`src/rtl/bzf_pkg.sv`:
```
// ============================================================================
// bzf_pkg
// Types, sequencer codes and step tables shared by the Bezier flattener.
// ============================================================================
`default_nettype none

package bzf_pkg;

    localparam int COORD_W   = 24;
    localparam int STEPS_W   = 6;
    localparam int T_W       = 17;
    localparam int WGT_W     = 33;
    localparam int ACC_W     = 57;
    localparam int REM_W     = 7;

    localparam logic [STEPS_W-1:0] MAX_STEPS = 6'd62;
    localparam logic [T_W:0]       T_ONE     = 18'h10000;
    localparam logic [WGT_W:0]     WGT_ONE   = 34'h1_0000_0000;

    // 65536 / n and 65536 % n for n = 0 .. 63 (unused codes hold zero)
    localparam logic [T_W-1:0] QUO_TAB [64] = '{
        17'd0,     17'd65536, 17'd32768, 17'd21845, 17'd16384, 17'd13107,
        17'd10922, 17'd9362,  17'd8192,  17'd7281,  17'd6553,  17'd5957,
        17'd5461,  17'd5041,  17'd4681,  17'd4369,  17'd4096,  17'd3855,
        17'd3640,  17'd3449,  17'd3276,  17'd3120,  17'd2978,  17'd2849,
        17'd2730,  17'd2621,  17'd2520,  17'd2427,  17'd2340,  17'd2259,
        17'd2184,  17'd2114,  17'd2048,  17'd1985,  17'd1927,  17'd1872,
        17'd1820,  17'd1771,  17'd1724,  17'd1680,  17'd1638,  17'd1598,
        17'd1560,  17'd1524,  17'd1489,  17'd1456,  17'd1424,  17'd1394,
        17'd1365,  17'd1337,  17'd1310,  17'd1285,  17'd1260,  17'd1236,
        17'd1213,  17'd1191,  17'd1170,  17'd1149,  17'd1129,  17'd1110,
        17'd1092,  17'd1074,  17'd1057,  17'd0
    };

    localparam logic [STEPS_W-1:0] REM_TAB [64] = '{
        6'd0,  6'd0,  6'd0,  6'd1,  6'd0,  6'd1,  6'd4,  6'd2,
        6'd0,  6'd7,  6'd6,  6'd9,  6'd4,  6'd3,  6'd2,  6'd1,
        6'd0,  6'd1,  6'd16, 6'd5,  6'd16, 6'd16, 6'd20, 6'd9,
        6'd16, 6'd11, 6'd16, 6'd7,  6'd16, 6'd25, 6'd16, 6'd2,
        6'd0,  6'd31, 6'd18, 6'd16, 6'd16, 6'd9,  6'd24, 6'd16,
        6'd16, 6'd18, 6'd16, 6'd4,  6'd20, 6'd16, 6'd32, 6'd18,
        6'd16, 6'd23, 6'd36, 6'd1,  6'd16, 6'd28, 6'd34, 6'd31,
        6'd16, 6'd43, 6'd54, 6'd46, 6'd16, 6'd22, 6'd2,  6'd0
    };

    typedef enum logic [1:0] {
        S_IDLE,
        S_CALC,
        S_LAST
    } state_t;

    typedef enum logic [3:0] {
        PH_ADV,
        PH_TT,
        PH_UU,
        PH_WGT,
        PH_AX1,
        PH_BX2,
        PH_CX3,
        PH_AY1,
        PH_BY2,
        PH_CY3,
        PH_SUMY,
        PH_DONE
    } phase_t;

    typedef struct packed {
        logic init;
        logic advance;
    } tg_ctl_t;

    typedef struct packed {
        logic   load;
        phase_t phase;
    } dp_ctl_t;

endpackage

`default_nettype wire

```
`src/rtl/quadratic_bezier_flattener.sv`:
```
// ============================================================================
// quadratic_bezier_flattener
// Breaks one quadratic Bezier curve into steps+2 points, rounded Q15.8.
// ============================================================================
//
//   channel  dir  handshake                  payload
//   -------  ---  -------------------------  ---------------------------------
//   curve    in   curve_valid / curve_stall  start_*, ctrl_*, end_*, steps
//   point    out  point_valid / point_stall  point_x, point_y, is_start, last
//
// A curve yields steps+2 beats; steps above 62 count as 62. The start point
// leaves the cycle after the curve is taken, each interpolated point runs
// through the shared multiplier sequence (t step, two squares, six weighted
// products), and the end point follows the last interpolated point.
// curve_stall stays high until the last beat has left the output register.
// A stall on the point side freezes the sequencer at its final phase. Reset
// clears the sequencer and output valid.
`default_nettype none

module quadratic_bezier_flattener (
    input  wire logic                                clk,
    input  wire logic                                rst_n,
    input  wire logic                                curve_valid,
    output logic                                     curve_stall,
    input  wire logic signed [bzf_pkg::COORD_W-1:0]  start_x,
    input  wire logic signed [bzf_pkg::COORD_W-1:0]  start_y,
    input  wire logic signed [bzf_pkg::COORD_W-1:0]  ctrl_x,
    input  wire logic signed [bzf_pkg::COORD_W-1:0]  ctrl_y,
    input  wire logic signed [bzf_pkg::COORD_W-1:0]  end_x,
    input  wire logic signed [bzf_pkg::COORD_W-1:0]  end_y,
    input  wire logic        [bzf_pkg::STEPS_W-1:0]  steps,
    output logic                                     point_valid,
    input  wire logic                                point_stall,
    output logic signed      [bzf_pkg::COORD_W-1:0]  point_x,
    output logic signed      [bzf_pkg::COORD_W-1:0]  point_y,
    output logic                                     is_start,
    output logic                                     last
);
    import bzf_pkg::*;

    state_t               state_reg, state_next;
    phase_t               phase_reg, phase_next;
    logic [STEPS_W-1:0]   k_reg, k_next;
    logic                 valid_reg, valid_next;
    logic signed [COORD_W-1:0] px_reg, px_next, py_reg, py_next;
    logic                 start_reg, start_next, last_reg, last_next;

    tg_ctl_t              tg_ctl;
    dp_ctl_t              dp_ctl;
    logic [STEPS_W-1:0]   steps_n;
    logic [STEPS_W-1:0]   n;
    logic [T_W-1:0]       t, u;
    logic signed [COORD_W-1:0] p3_x, p3_y, res_x, res_y;
    logic                 out_free;
    logic                 accept;

    assign steps_n     = (steps > MAX_STEPS) ? MAX_STEPS : steps;
    assign curve_stall = (state_reg != S_IDLE) || valid_reg;
    assign accept      = curve_valid && !curve_stall;
    assign out_free    = !valid_reg || !point_stall;

    bzf_tgen u_tgen (
        .clk     (clk),
        .rst_n   (rst_n),
        .ctl     (tg_ctl),
        .steps_n (steps_n),
        .n       (n),
        .t       (t),
        .u       (u)
    );

    bzf_datapath u_dp (
        .clk     (clk),
        .ctl     (dp_ctl),
        .start_x (start_x),
        .start_y (start_y),
        .ctrl_x  (ctrl_x),
        .ctrl_y  (ctrl_y),
        .end_x   (end_x),
        .end_y   (end_y),
        .t       (t),
        .u       (u),
        .p3_x    (p3_x),
        .p3_y    (p3_y),
        .res_x   (res_x),
        .res_y   (res_y)
    );

    always_comb
    begin
        state_next     = state_reg;
        phase_next     = phase_reg;
        k_next         = k_reg;
        valid_next     = valid_reg && point_stall;
        px_next        = px_reg;
        py_next        = py_reg;
        start_next     = start_reg;
        last_next      = last_reg;
        tg_ctl.init    = 1'b0;
        tg_ctl.advance = 1'b0;
        dp_ctl.load    = 1'b0;
        dp_ctl.phase   = phase_reg;

        case (state_reg)
            S_IDLE:
            begin
                if (accept)
                begin
                    tg_ctl.init = 1'b1;
                    dp_ctl.load = 1'b1;
                    valid_next  = 1'b1;
                    px_next     = start_x;
                    py_next     = start_y;
                    start_next  = 1'b1;
                    last_next   = 1'b0;
                    k_next      = STEPS_W'(1);
                    phase_next  = PH_ADV;
                    state_next  = (steps_n == '0) ? S_LAST : S_CALC;
                end
            end
            S_CALC:
            begin
                if (phase_reg == PH_ADV)
                begin
                    tg_ctl.advance = 1'b1;
                end
                if (phase_reg == PH_DONE)
                begin
                    if (out_free)
                    begin
                        valid_next = 1'b1;
                        px_next    = res_x;
                        py_next    = res_y;
                        start_next = 1'b0;
                        last_next  = 1'b0;
                        phase_next = PH_ADV;
                        if (k_reg == n)
                        begin
                            state_next = S_LAST;
                        end
                        else
                        begin
                            k_next = k_reg + STEPS_W'(1);
                        end
                    end
                end
                else
                begin
                    phase_next = phase_t'(4'(phase_reg) + 4'd1);
                end
            end
            S_LAST:
            begin
                if (out_free)
                begin
                    valid_next = 1'b1;
                    px_next    = p3_x;
                    py_next    = p3_y;
                    start_next = 1'b0;
                    last_next  = 1'b1;
                    state_next = S_IDLE;
                end
            end
            default:
            begin
                state_next = S_IDLE;
            end
        endcase
    end

    always_ff @(posedge clk or negedge rst_n)
    begin
        if (!rst_n)
        begin
            state_reg <= S_IDLE;
            phase_reg <= PH_ADV;
            k_reg     <= '0;
            valid_reg <= 1'b0;
        end
        else
        begin
            state_reg <= state_next;
            phase_reg <= phase_next;
            k_reg     <= k_next;
            valid_reg <= valid_next;
        end
    end

    always_ff @(posedge clk)
    begin
        px_reg    <= px_next;
        py_reg    <= py_next;
        start_reg <= start_next;
        last_reg  <= last_next;
    end

    assign point_valid = valid_reg;
    assign point_x     = px_reg;
    assign point_y     = py_reg;
    assign is_start    = start_reg;
    assign last        = last_reg;

endmodule

`default_nettype wire

```
`src/rtl/bzf_tgen.sv`:
```
// ============================================================================
// bzf_tgen
// Curve parameter generator: t = round(k / steps) in Q1.16, stepped in k.
// ============================================================================
`default_nettype none

module bzf_tgen (
    input  wire logic                         clk,
    input  wire logic                         rst_n,
    input  wire bzf_pkg::tg_ctl_t             ctl,
    input  wire logic [bzf_pkg::STEPS_W-1:0]  steps_n,
    output logic      [bzf_pkg::STEPS_W-1:0]  n,
    output logic      [bzf_pkg::T_W-1:0]      t,
    output logic      [bzf_pkg::T_W-1:0]      u
);
    import bzf_pkg::*;

    logic [STEPS_W-1:0] n_reg, n_next;
    logic [T_W-1:0]     q_reg, q_next;
    logic [REM_W-1:0]   r_reg, r_next;
    logic [REM_W-1:0]   r_sum;
    logic [T_W-1:0]     q_sum;

    // numerator grows by 65536 per step, remainder kept below n
    assign r_sum = r_reg + REM_W'(REM_TAB[n_reg]);
    assign q_sum = q_reg + QUO_TAB[n_reg];

    always_comb
    begin
        n_next = n_reg;
        q_next = q_reg;
        r_next = r_reg;
        if (ctl.init)
        begin
            n_next = steps_n;
            q_next = '0;
            r_next = REM_W'(steps_n >> 1);
        end
        else if (ctl.advance)
        begin
            if (r_sum >= REM_W'(n_reg))
            begin
                r_next = r_sum - REM_W'(n_reg);
                q_next = q_sum + T_W'(1);
            end
            else
            begin
                r_next = r_sum;
                q_next = q_sum;
            end
        end
    end

    always_ff @(posedge clk or negedge rst_n)
    begin
        if (!rst_n)
        begin
            n_reg <= '0;
            q_reg <= '0;
            r_reg <= '0;
        end
        else
        begin
            n_reg <= n_next;
            q_reg <= q_next;
            r_reg <= r_next;
        end
    end

    assign n = n_reg;
    assign t = q_reg;
    assign u = T_W'(T_ONE - (T_W + 1)'(q_reg));

endmodule

`default_nettype wire

```
`src/rtl/bzf_datapath.sv`:
```
// ============================================================================
// bzf_datapath
// Shared multiplier with product register, weight registers and accumulator.
// ============================================================================
`default_nettype none

module bzf_datapath (
    input  wire logic                                clk,
    input  wire bzf_pkg::dp_ctl_t                    ctl,
    input  wire logic signed [bzf_pkg::COORD_W-1:0]  start_x,
    input  wire logic signed [bzf_pkg::COORD_W-1:0]  start_y,
    input  wire logic signed [bzf_pkg::COORD_W-1:0]  ctrl_x,
    input  wire logic signed [bzf_pkg::COORD_W-1:0]  ctrl_y,
    input  wire logic signed [bzf_pkg::COORD_W-1:0]  end_x,
    input  wire logic signed [bzf_pkg::COORD_W-1:0]  end_y,
    input  wire logic        [bzf_pkg::T_W-1:0]      t,
    input  wire logic        [bzf_pkg::T_W-1:0]      u,
    output logic signed      [bzf_pkg::COORD_W-1:0]  p3_x,
    output logic signed      [bzf_pkg::COORD_W-1:0]  p3_y,
    output logic signed      [bzf_pkg::COORD_W-1:0]  res_x,
    output logic signed      [bzf_pkg::COORD_W-1:0]  res_y
);
    import bzf_pkg::*;

    logic signed [COORD_W-1:0] x1_reg, y1_reg, x2_reg, y2_reg, x3_reg, y3_reg;
    logic        [WGT_W-1:0]   wa_reg, wb_reg, wc_reg;
    logic signed [ACC_W-1:0]   prod_reg, acc_reg, rx_reg;
    logic signed [ACC_W-1:0]   acc_rnd;
    logic signed [WGT_W:0]     mul_a;
    logic signed [COORD_W-1:0] mul_b;
    logic signed [ACC_W:0]     mul_p;

    // operand select for the shared multiplier
    always_comb
    begin
        case (ctl.phase)
            PH_TT:
            begin
                mul_a = $signed((WGT_W + 1)'(t));
                mul_b = $signed(COORD_W'(t));
            end
            PH_UU:
            begin
                mul_a = $signed((WGT_W + 1)'(u));
                mul_b = $signed(COORD_W'(u));
            end
            PH_AX1:
            begin
                mul_a = $signed((WGT_W + 1)'(wa_reg));
                mul_b = x1_reg;
            end
            PH_BX2:
            begin
                mul_a = $signed((WGT_W + 1)'(wb_reg));
                mul_b = x2_reg;
            end
            PH_CX3:
            begin
                mul_a = $signed((WGT_W + 1)'(wc_reg));
                mul_b = x3_reg;
            end
            PH_AY1:
            begin
                mul_a = $signed((WGT_W + 1)'(wa_reg));
                mul_b = y1_reg;
            end
            PH_BY2:
            begin
                mul_a = $signed((WGT_W + 1)'(wb_reg));
                mul_b = y2_reg;
            end
            PH_CY3:
            begin
                mul_a = $signed((WGT_W + 1)'(wc_reg));
                mul_b = y3_reg;
            end
            default:
            begin
                mul_a = $signed((WGT_W + 1)'(wa_reg));
                mul_b = x1_reg;
            end
        endcase
    end

    assign mul_p = mul_a * mul_b;

    always_ff @(posedge clk)
    begin
        if (ctl.load)
        begin
            x1_reg <= start_x;
            y1_reg <= start_y;
            x2_reg <= ctrl_x;
            y2_reg <= ctrl_y;
            x3_reg <= end_x;
            y3_reg <= end_y;
        end
        prod_reg <= mul_p[ACC_W-1:0];
        case (ctl.phase)
            PH_UU:
            begin
                wc_reg <= prod_reg[WGT_W-1:0];
            end
            PH_WGT:
            begin
                // weights sum to one, so the middle one needs no multiply
                wa_reg <= prod_reg[WGT_W-1:0];
                wb_reg <= WGT_W'(WGT_ONE - (WGT_W + 1)'(prod_reg[WGT_W-1:0])
                                         - (WGT_W + 1)'(wc_reg));
            end
            PH_BX2:
            begin
                acc_reg <= prod_reg;
            end
            PH_CX3, PH_AY1, PH_CY3, PH_SUMY:
            begin
                acc_reg <= acc_reg + prod_reg;
            end
            PH_BY2:
            begin
                rx_reg  <= acc_rnd;
                acc_reg <= prod_reg;
            end
            default:
            begin
                acc_reg <= acc_reg;
            end
        endcase
    end

    // round half up, drop the 32 weight fraction bits
    assign acc_rnd = acc_reg + ACC_W'(64'h8000_0000);

    assign p3_x  = x3_reg;
    assign p3_y  = y3_reg;
    assign res_x = rx_reg[55:32];
    assign res_y = acc_rnd[55:32];

endmodule

`default_nettype wire

```
`config.mk`:
```
export PLATFORM = sky130hd
export DESIGN_NAME = quadratic_bezier_flattener
export DESIGN_NICKNAME = d
export VERILOG_FILES = /design/src/rtl/bzf_pkg.sv /design/src/rtl/quadratic_bezier_flattener.sv /design/src/rtl/bzf_tgen.sv /design/src/rtl/bzf_datapath.sv
export SDC_FILE = /design/constraint.sdc
export NUM_CORES = 2
export LEC_CHECK = 0
export ABC_AREA = 1
export BUFFER_PORTS_ARGS = -buffer_cell sky130_fd_sc_hd__buf_4
export CORE_MARGIN = 2
export CORE_UTILIZATION = 59
export DETAILED_ROUTE_END_ITERATION = 10
export HOLD_SLACK_MARGIN = 0.03
export MAX_ROUTING_LAYER = met4
export PLACE_DENSITY_LB_ADDON = 0.25
export REMOVE_ABC_BUFFERS = 1
export SLEW_MARGIN = 20
export SYNTH_ARGS = -nofsm -noshare
export SYNTH_HDL_FRONTEND = slang
export SYNTH_SLANG_ARGS = --single-unit
```
`constraint.sdc`:
```
create_clock -name clk -period 7.49 [get_ports clk]
set_input_delay 0.3745 -clock clk [delete_from_list [all_inputs] [get_ports clk]]
set_output_delay 0.3745 -clock clk [all_outputs]
set_load 0.01 [all_outputs]
```
# Word-level counts from Yosys, hierarchy flattened
# Memories as Yosys holds them, arrays and structs flattened.
# Cells that the tools add are included.
# totals
out_inout_bits	52
in_bits	154
mem_bits_ro	1472
reg_bits	506
wordCells	141
mem_count	2
# classes
n_mul	1
n_reduce_logical	23
n_eq_ne	20
magnitude_cmp	3
bitwise	1
muxes	57
add_sub_neg	11
# mem_list
memory	words	width	rd	rd_ports_with_merged_regs	wr	line_no	text
(name not given)	64	17	1	0	0	bzf_tgen.sv:26	assign q_sum = q_reg + QUO_TAB[n_reg];
(name not given)	64	6	1	0	0	bzf_tgen.sv:25	assign r_sum = r_reg + REM_W'(REM_TAB[n_reg]);
# ops
cell	n
24-bit two-way mux	8
24-bit one-hot mux with 7 select lines	1
24-bit one-hot mux with 3 select lines	2
33-bit one-hot mux with 4 select lines	1
57-bit one-hot mux with 2 select lines	1
17-bit two-way mux	5
57-bit adder	1
34-bit by 24-bit multiplier with 57-bit output	1
56-bit by 32-bit adder with 56-bit output (second input constant)	1
6-bit two-way mux	7
33-bit subtractor	1
33-bit subtractor (first input constant)	1
7-bit two-way mux	3
17-bit by 1-bit adder with 17-bit output (second input constant)	1
17-bit adder	1
17-bit subtractor (first input constant)	1
4-bit == test (second input constant)	4
5-bit AND reduction	3
1-bit two-way mux	14
4-bit by 3-bit == test with 1-bit output (second input constant)	3
2-bit two-way mux	6
4-bit two-way mux	3
2-bit != test (second input constant)	6
6-bit one-hot mux with 2 select lines	1
other kinds (28)	40

# Depth between registers and ports, before layout
# depth
ltp_word	9
depth_mapped	42
mapped_depth_nobuf	42

# Modules after synthesis
# Synthesis repeated with hierarchy kept, for this count alone.
# unflattened
cells_unflattened	7032
area_unflattened_um2	56110.1
# modules_own_cells
mod	area_each_um2	n_inst	cells_per_inst	seq_area_each_um2
bzf_datapath	47549.4	1	5782	10820.4
bzf_tgen	4961.0	1	818	750.7
quadratic_bezier_flattener	3599.7	1	432	1826.8

# Least setup slack after synthesis
# No wires, ideal clock.
# synth_timing
kind	reg-to-reg
from	reg phase_reg[0]
to	reg u_dp.prod_reg[48]
path_stages_with_launch	38
setup_slack_ns	-0.141
setup_ns	0.072
required_time_ns	7.418
arrival_time_ns	7.560
period_less_slack_ns	7.631
path_buffers	2
path_cell_list	dfrtp_1 > inv_1 > ha_1 > inv_1 > nor2_4 > buf_2 > o21ai_0 > a21oi_1 > a21oi_1 > nand3_1 > o21ai_2 > inv_2 > buf_2 > nand2_1 > fa_1 > fa_1 > fa_1 > fa_1 > (+2 left out) > fa_1 > inv_1 > fa_1 > inv_1 > ha_1 > nand2_1 > nor2_1 > inv_1 > nor4_1 > nand2_1 > nand3_1 > nand2_1 > nand2_1 > nand2_1 > nand2_1 > nand2_1 > nand2_1 > xor2_1
# synth_via
elab_chain_len	4
word_cells_on_any_way	12
cone_classes	mul (1); eq/ne (7); mux (2); reduce/logical (2)
# synth_rtl
item	line_no	text
start: declaration	quadratic_bezier_flattener.sv:42	phase_t phase_reg, phase_next;
start signal: assignment	quadratic_bezier_flattener.sv:183	phase_reg <= phase_next;
4-bit by 3-bit == test with 1-bit output / 4-bit == test (equally long branches)	bzf_datapath.sv:36	case (ctl.phase)
2-bit OR reduction (no source line)	--	
33-bit one-hot mux with 4 select lines	bzf_datapath.sv:36	
34-bit by 24-bit multiplier with 57-bit output (*)	bzf_datapath.sv:85	assign mul_p = mul_a * mul_b;
via u_dp.mul_p[48]	bzf_datapath.sv:31	logic signed [ACC_W:0] mul_p;
end signal: assignment	bzf_datapath.sv:98	prod_reg <= mul_p[ACC_W-1:0];
end: declaration	bzf_datapath.sv:27	logic signed [ACC_W-1:0] prod_reg, acc_reg, rx_reg;
# The timed path passes the listed nets; every way through them passes the cells marked *.
# A chain may end at the register's enable or synchronous reset.

# Final worst setup path
# layout_timing
from	reg phase_reg[1]
to	reg u_dp.prod_reg[53]
# The elaborated chain is that of the path after synthesis.

==> results.toml <==
[status]
status = "complete, but fails checks"
failed_checks = "setup timing"

[sta]
timing.final.crit_share_pct = 111
fin_ws_ns = -0.817
hold_viol_final = 0
finalSetupViolCount = 39
clock_skew_ns = 0.0569
worst_pin_slew_ns = 1.06
layout_min_cycle_time_ns = 8.31
clock.fmax_mhz = 120
finalMaxSlewViolations = 0
rsz0062_at_grt = "true"
relSlewSlack_pct = 29.1

[grt]
grt_pass1_wl_mm = 308
antenna_found_initial = 9
grt_max_degree = 84
grt-ovfl-total = 0
track_usage_pct = 45.0
grt_pass1_vias = 52000

[worst_setup_path]
worstSetupPathType = "flip-flop to flip-flop"
slowest_stage = "fa_2"
critPathArrivalTime_ns = 8.82
critical_path_buf_inv_count = 15
cp_max_fo = 16
slowest_delay_ns = 0.65
cp_top_family = "adder cells"
cp-start-kind = "flip-flop"
crit_required_ns = 8.00
cp-end-kind = "flip-flop"

[run]
cap_viol_max_count = 0

[synth]
syn-cell-area_sq_mm = 0.0544
yosysMostFrequentCell = "inv_1"
synth_enable_flop_cells = 373
syn_inst = 6488
synth_top_area_share_pct = 25.2
yosysSeqAreaShare_pct = 24.6
yosys-top-cells-count = "inv_1 (1346), nand2_1 (1232), nor2_1 (730)"
syn_avg_cell_area_sq_um = 8.38
yosysWarnings = 0
synth_flop_cell = "edfxtp_1"
synth_area_leaders = "fa_1 (25%), edfxtp_1 (21%), inv_1 (9.3%)"
synth-seq-cells = 472
synthDistinctLibCells = 78
async_flop_share_pct = 9.11
synth_top_cell_by_area = "fa_1"

[floorplan]
initial_core_util_pct = 59.4
die_x_um = 308
rows = 111
die-height_um = 308
core_sq_mm = 0.0915
io_pins = 206
dieArea_sq_mm = 0.0946

[clocking]
clockRootBuffer = "clkbuf_16"
cts_max_path_buffers = 3
clk_pin_slew_ns = 0.07
worstSkewPairLatency_ns = 0.63
cts_sinks = 472
cts_tree = "done"
h-tree-depth = 2
cts_buffers = 46

[final_layout]
area_delta_synth_final_pct = 26.5
drive_gt1_share_pct = 21.7
fin_area_sq_mm = 0.0688
final_nets = 8690
final_cells = 8710

[routing]
wl_mm = 209
drc_errors = 0
wl_per_cell_um = 24.0
vias_per_cell = 5.90
vias = 51300
drt-pass1-iter-count = 9
ant_nets = 0
dr.first_iter.drc_count = 6028

[place]
placed_cell_area_sq_mm = 0.0618
port_buffers = 205
preCtsSetupSlack_ns = -0.935
gp_congestion = 1.06
dp.final_hpwl_mm = 159
dp_cells = 8337

[hold_path]
hold_class = "primary input to flip-flop"
logic make-up after synthesis:
group / Yosys count / share of synthesized area, %
flops: 472 / 24.6
simple gates: 2358 / 17.9
xor+xnor: 153 / 2.48
buf+inv: 1589 / 11.7
fa+ha+maj: 1060 / 33.8
compound gates: 856 / 9.38
path summary, 6_finish.rpt:
path / start / end / slack [ns] / depth (start not counted)
min: steps[4] / u_tgen.n[4] / 0.06 / 3
max in group asynchronous: rst_n / u_tgen.t[16] / 6.74 / 2
min in group asynchronous: rst_n / point_valid / 0.30 / 2
min reg2reg: u_tgen.r_reg[5] / u_tgen.r_reg[5] / 0.51 / 2
max reg2reg: phase_reg[1] / u_dp.prod_reg[53] / -0.82 / 37
max: phase_reg[1] / u_dp.prod_reg[53] / -0.82 / 37
stage by stage:
stage | hold WS (ns) | utilization, % | TNS, ns
4_1_cts | 0.0449 | 73.7 | -9.71
2_1_floorplan | 0.0789 | - | -17.57
3_3_place_gp | 0.406 | 67.5 | -19.99
6_report | 0.0646 | 75.1 | -19.75
3_5_place_dp | 0.411 | 67.5 | -24.12
5_1_grt | 0.0894 | 75.1 | -27.12
cells in the final DEF (no fill, tap or decap), types with 18 or more instances in the layout:
master            n
nand2_2          45
buf_4           847
dlygate4sd3_1   145
o22ai_1          19
ha_1            330
dfxtp_1          56
nor3_1           35
fa_2             39
nor2_2           24
a31oi_1          38
inv_4            18
o21bai_1         20
inv_1          1269
nand3_1         164
or2_2            21
xor2_1           82
clkbuf_16        49
xnor2_1          57
edfxtp_1        373
o211ai_1         18
inv_2            94
buf_6            57
fa_1            646
a21oi_1         289
a21o_1           24
buf_12           63
o21ai_1          21
ha_4             36
nand2_1        1175
nor2_1          681
nand3_2          21
nor2_4           35
o21ai_2          24
nand4_1          53
o21ai_0         211
nand2_4          30
dfrtp_1          40
a21oi_2          42
worst min-delay path: stages:
cell     delay [ns]
buf_4          0.11
nand2_1        0.08
o21ai_0        0.07
repair_timing:
action / in CTS / in global routing
resized for setup: 472 / 208
hold buffers: 145 / 0
setup endpoints to repair: 44 / 45
setup buffers: 73 / 50
pin swaps: 170 / 135
hold endpoints to repair: 187 / 0
gates cloned: 7 / 4
final cells by class:
| class | count | area [sq um] |
|---|---|---|
| Clock inverter | 35 | 392 |
| Antenna cell | 10 | 25.0 |
| Sequential cell | 472 | 13400 |
| Multi-Input combinational cell | 4427 | 36800 |
| Fill cell | 6374 | 22700 |
| Timing Repair Buffer | 1127 | 10100 |
| Inverter | 1401 | 5390 |
| Tap cell | 1186 | 1480 |
| Timing Repair inverter | 1 | 5.00 |
| Clock buffer | 51 | 1170 |
per-layer routing:
metal	up-vias	share of wire, %	track usage [%]
met5	-	0	-
met4	0	8.8	30.5
met3	942	11	9.93
met2	3307	45	68.6
met1	24800	35	53.6
li1	22300	-	-
Power is left out: the tool's default activity adds up to more than one toggle a clock period on the data nets, which glitch-free logic cannot reach.
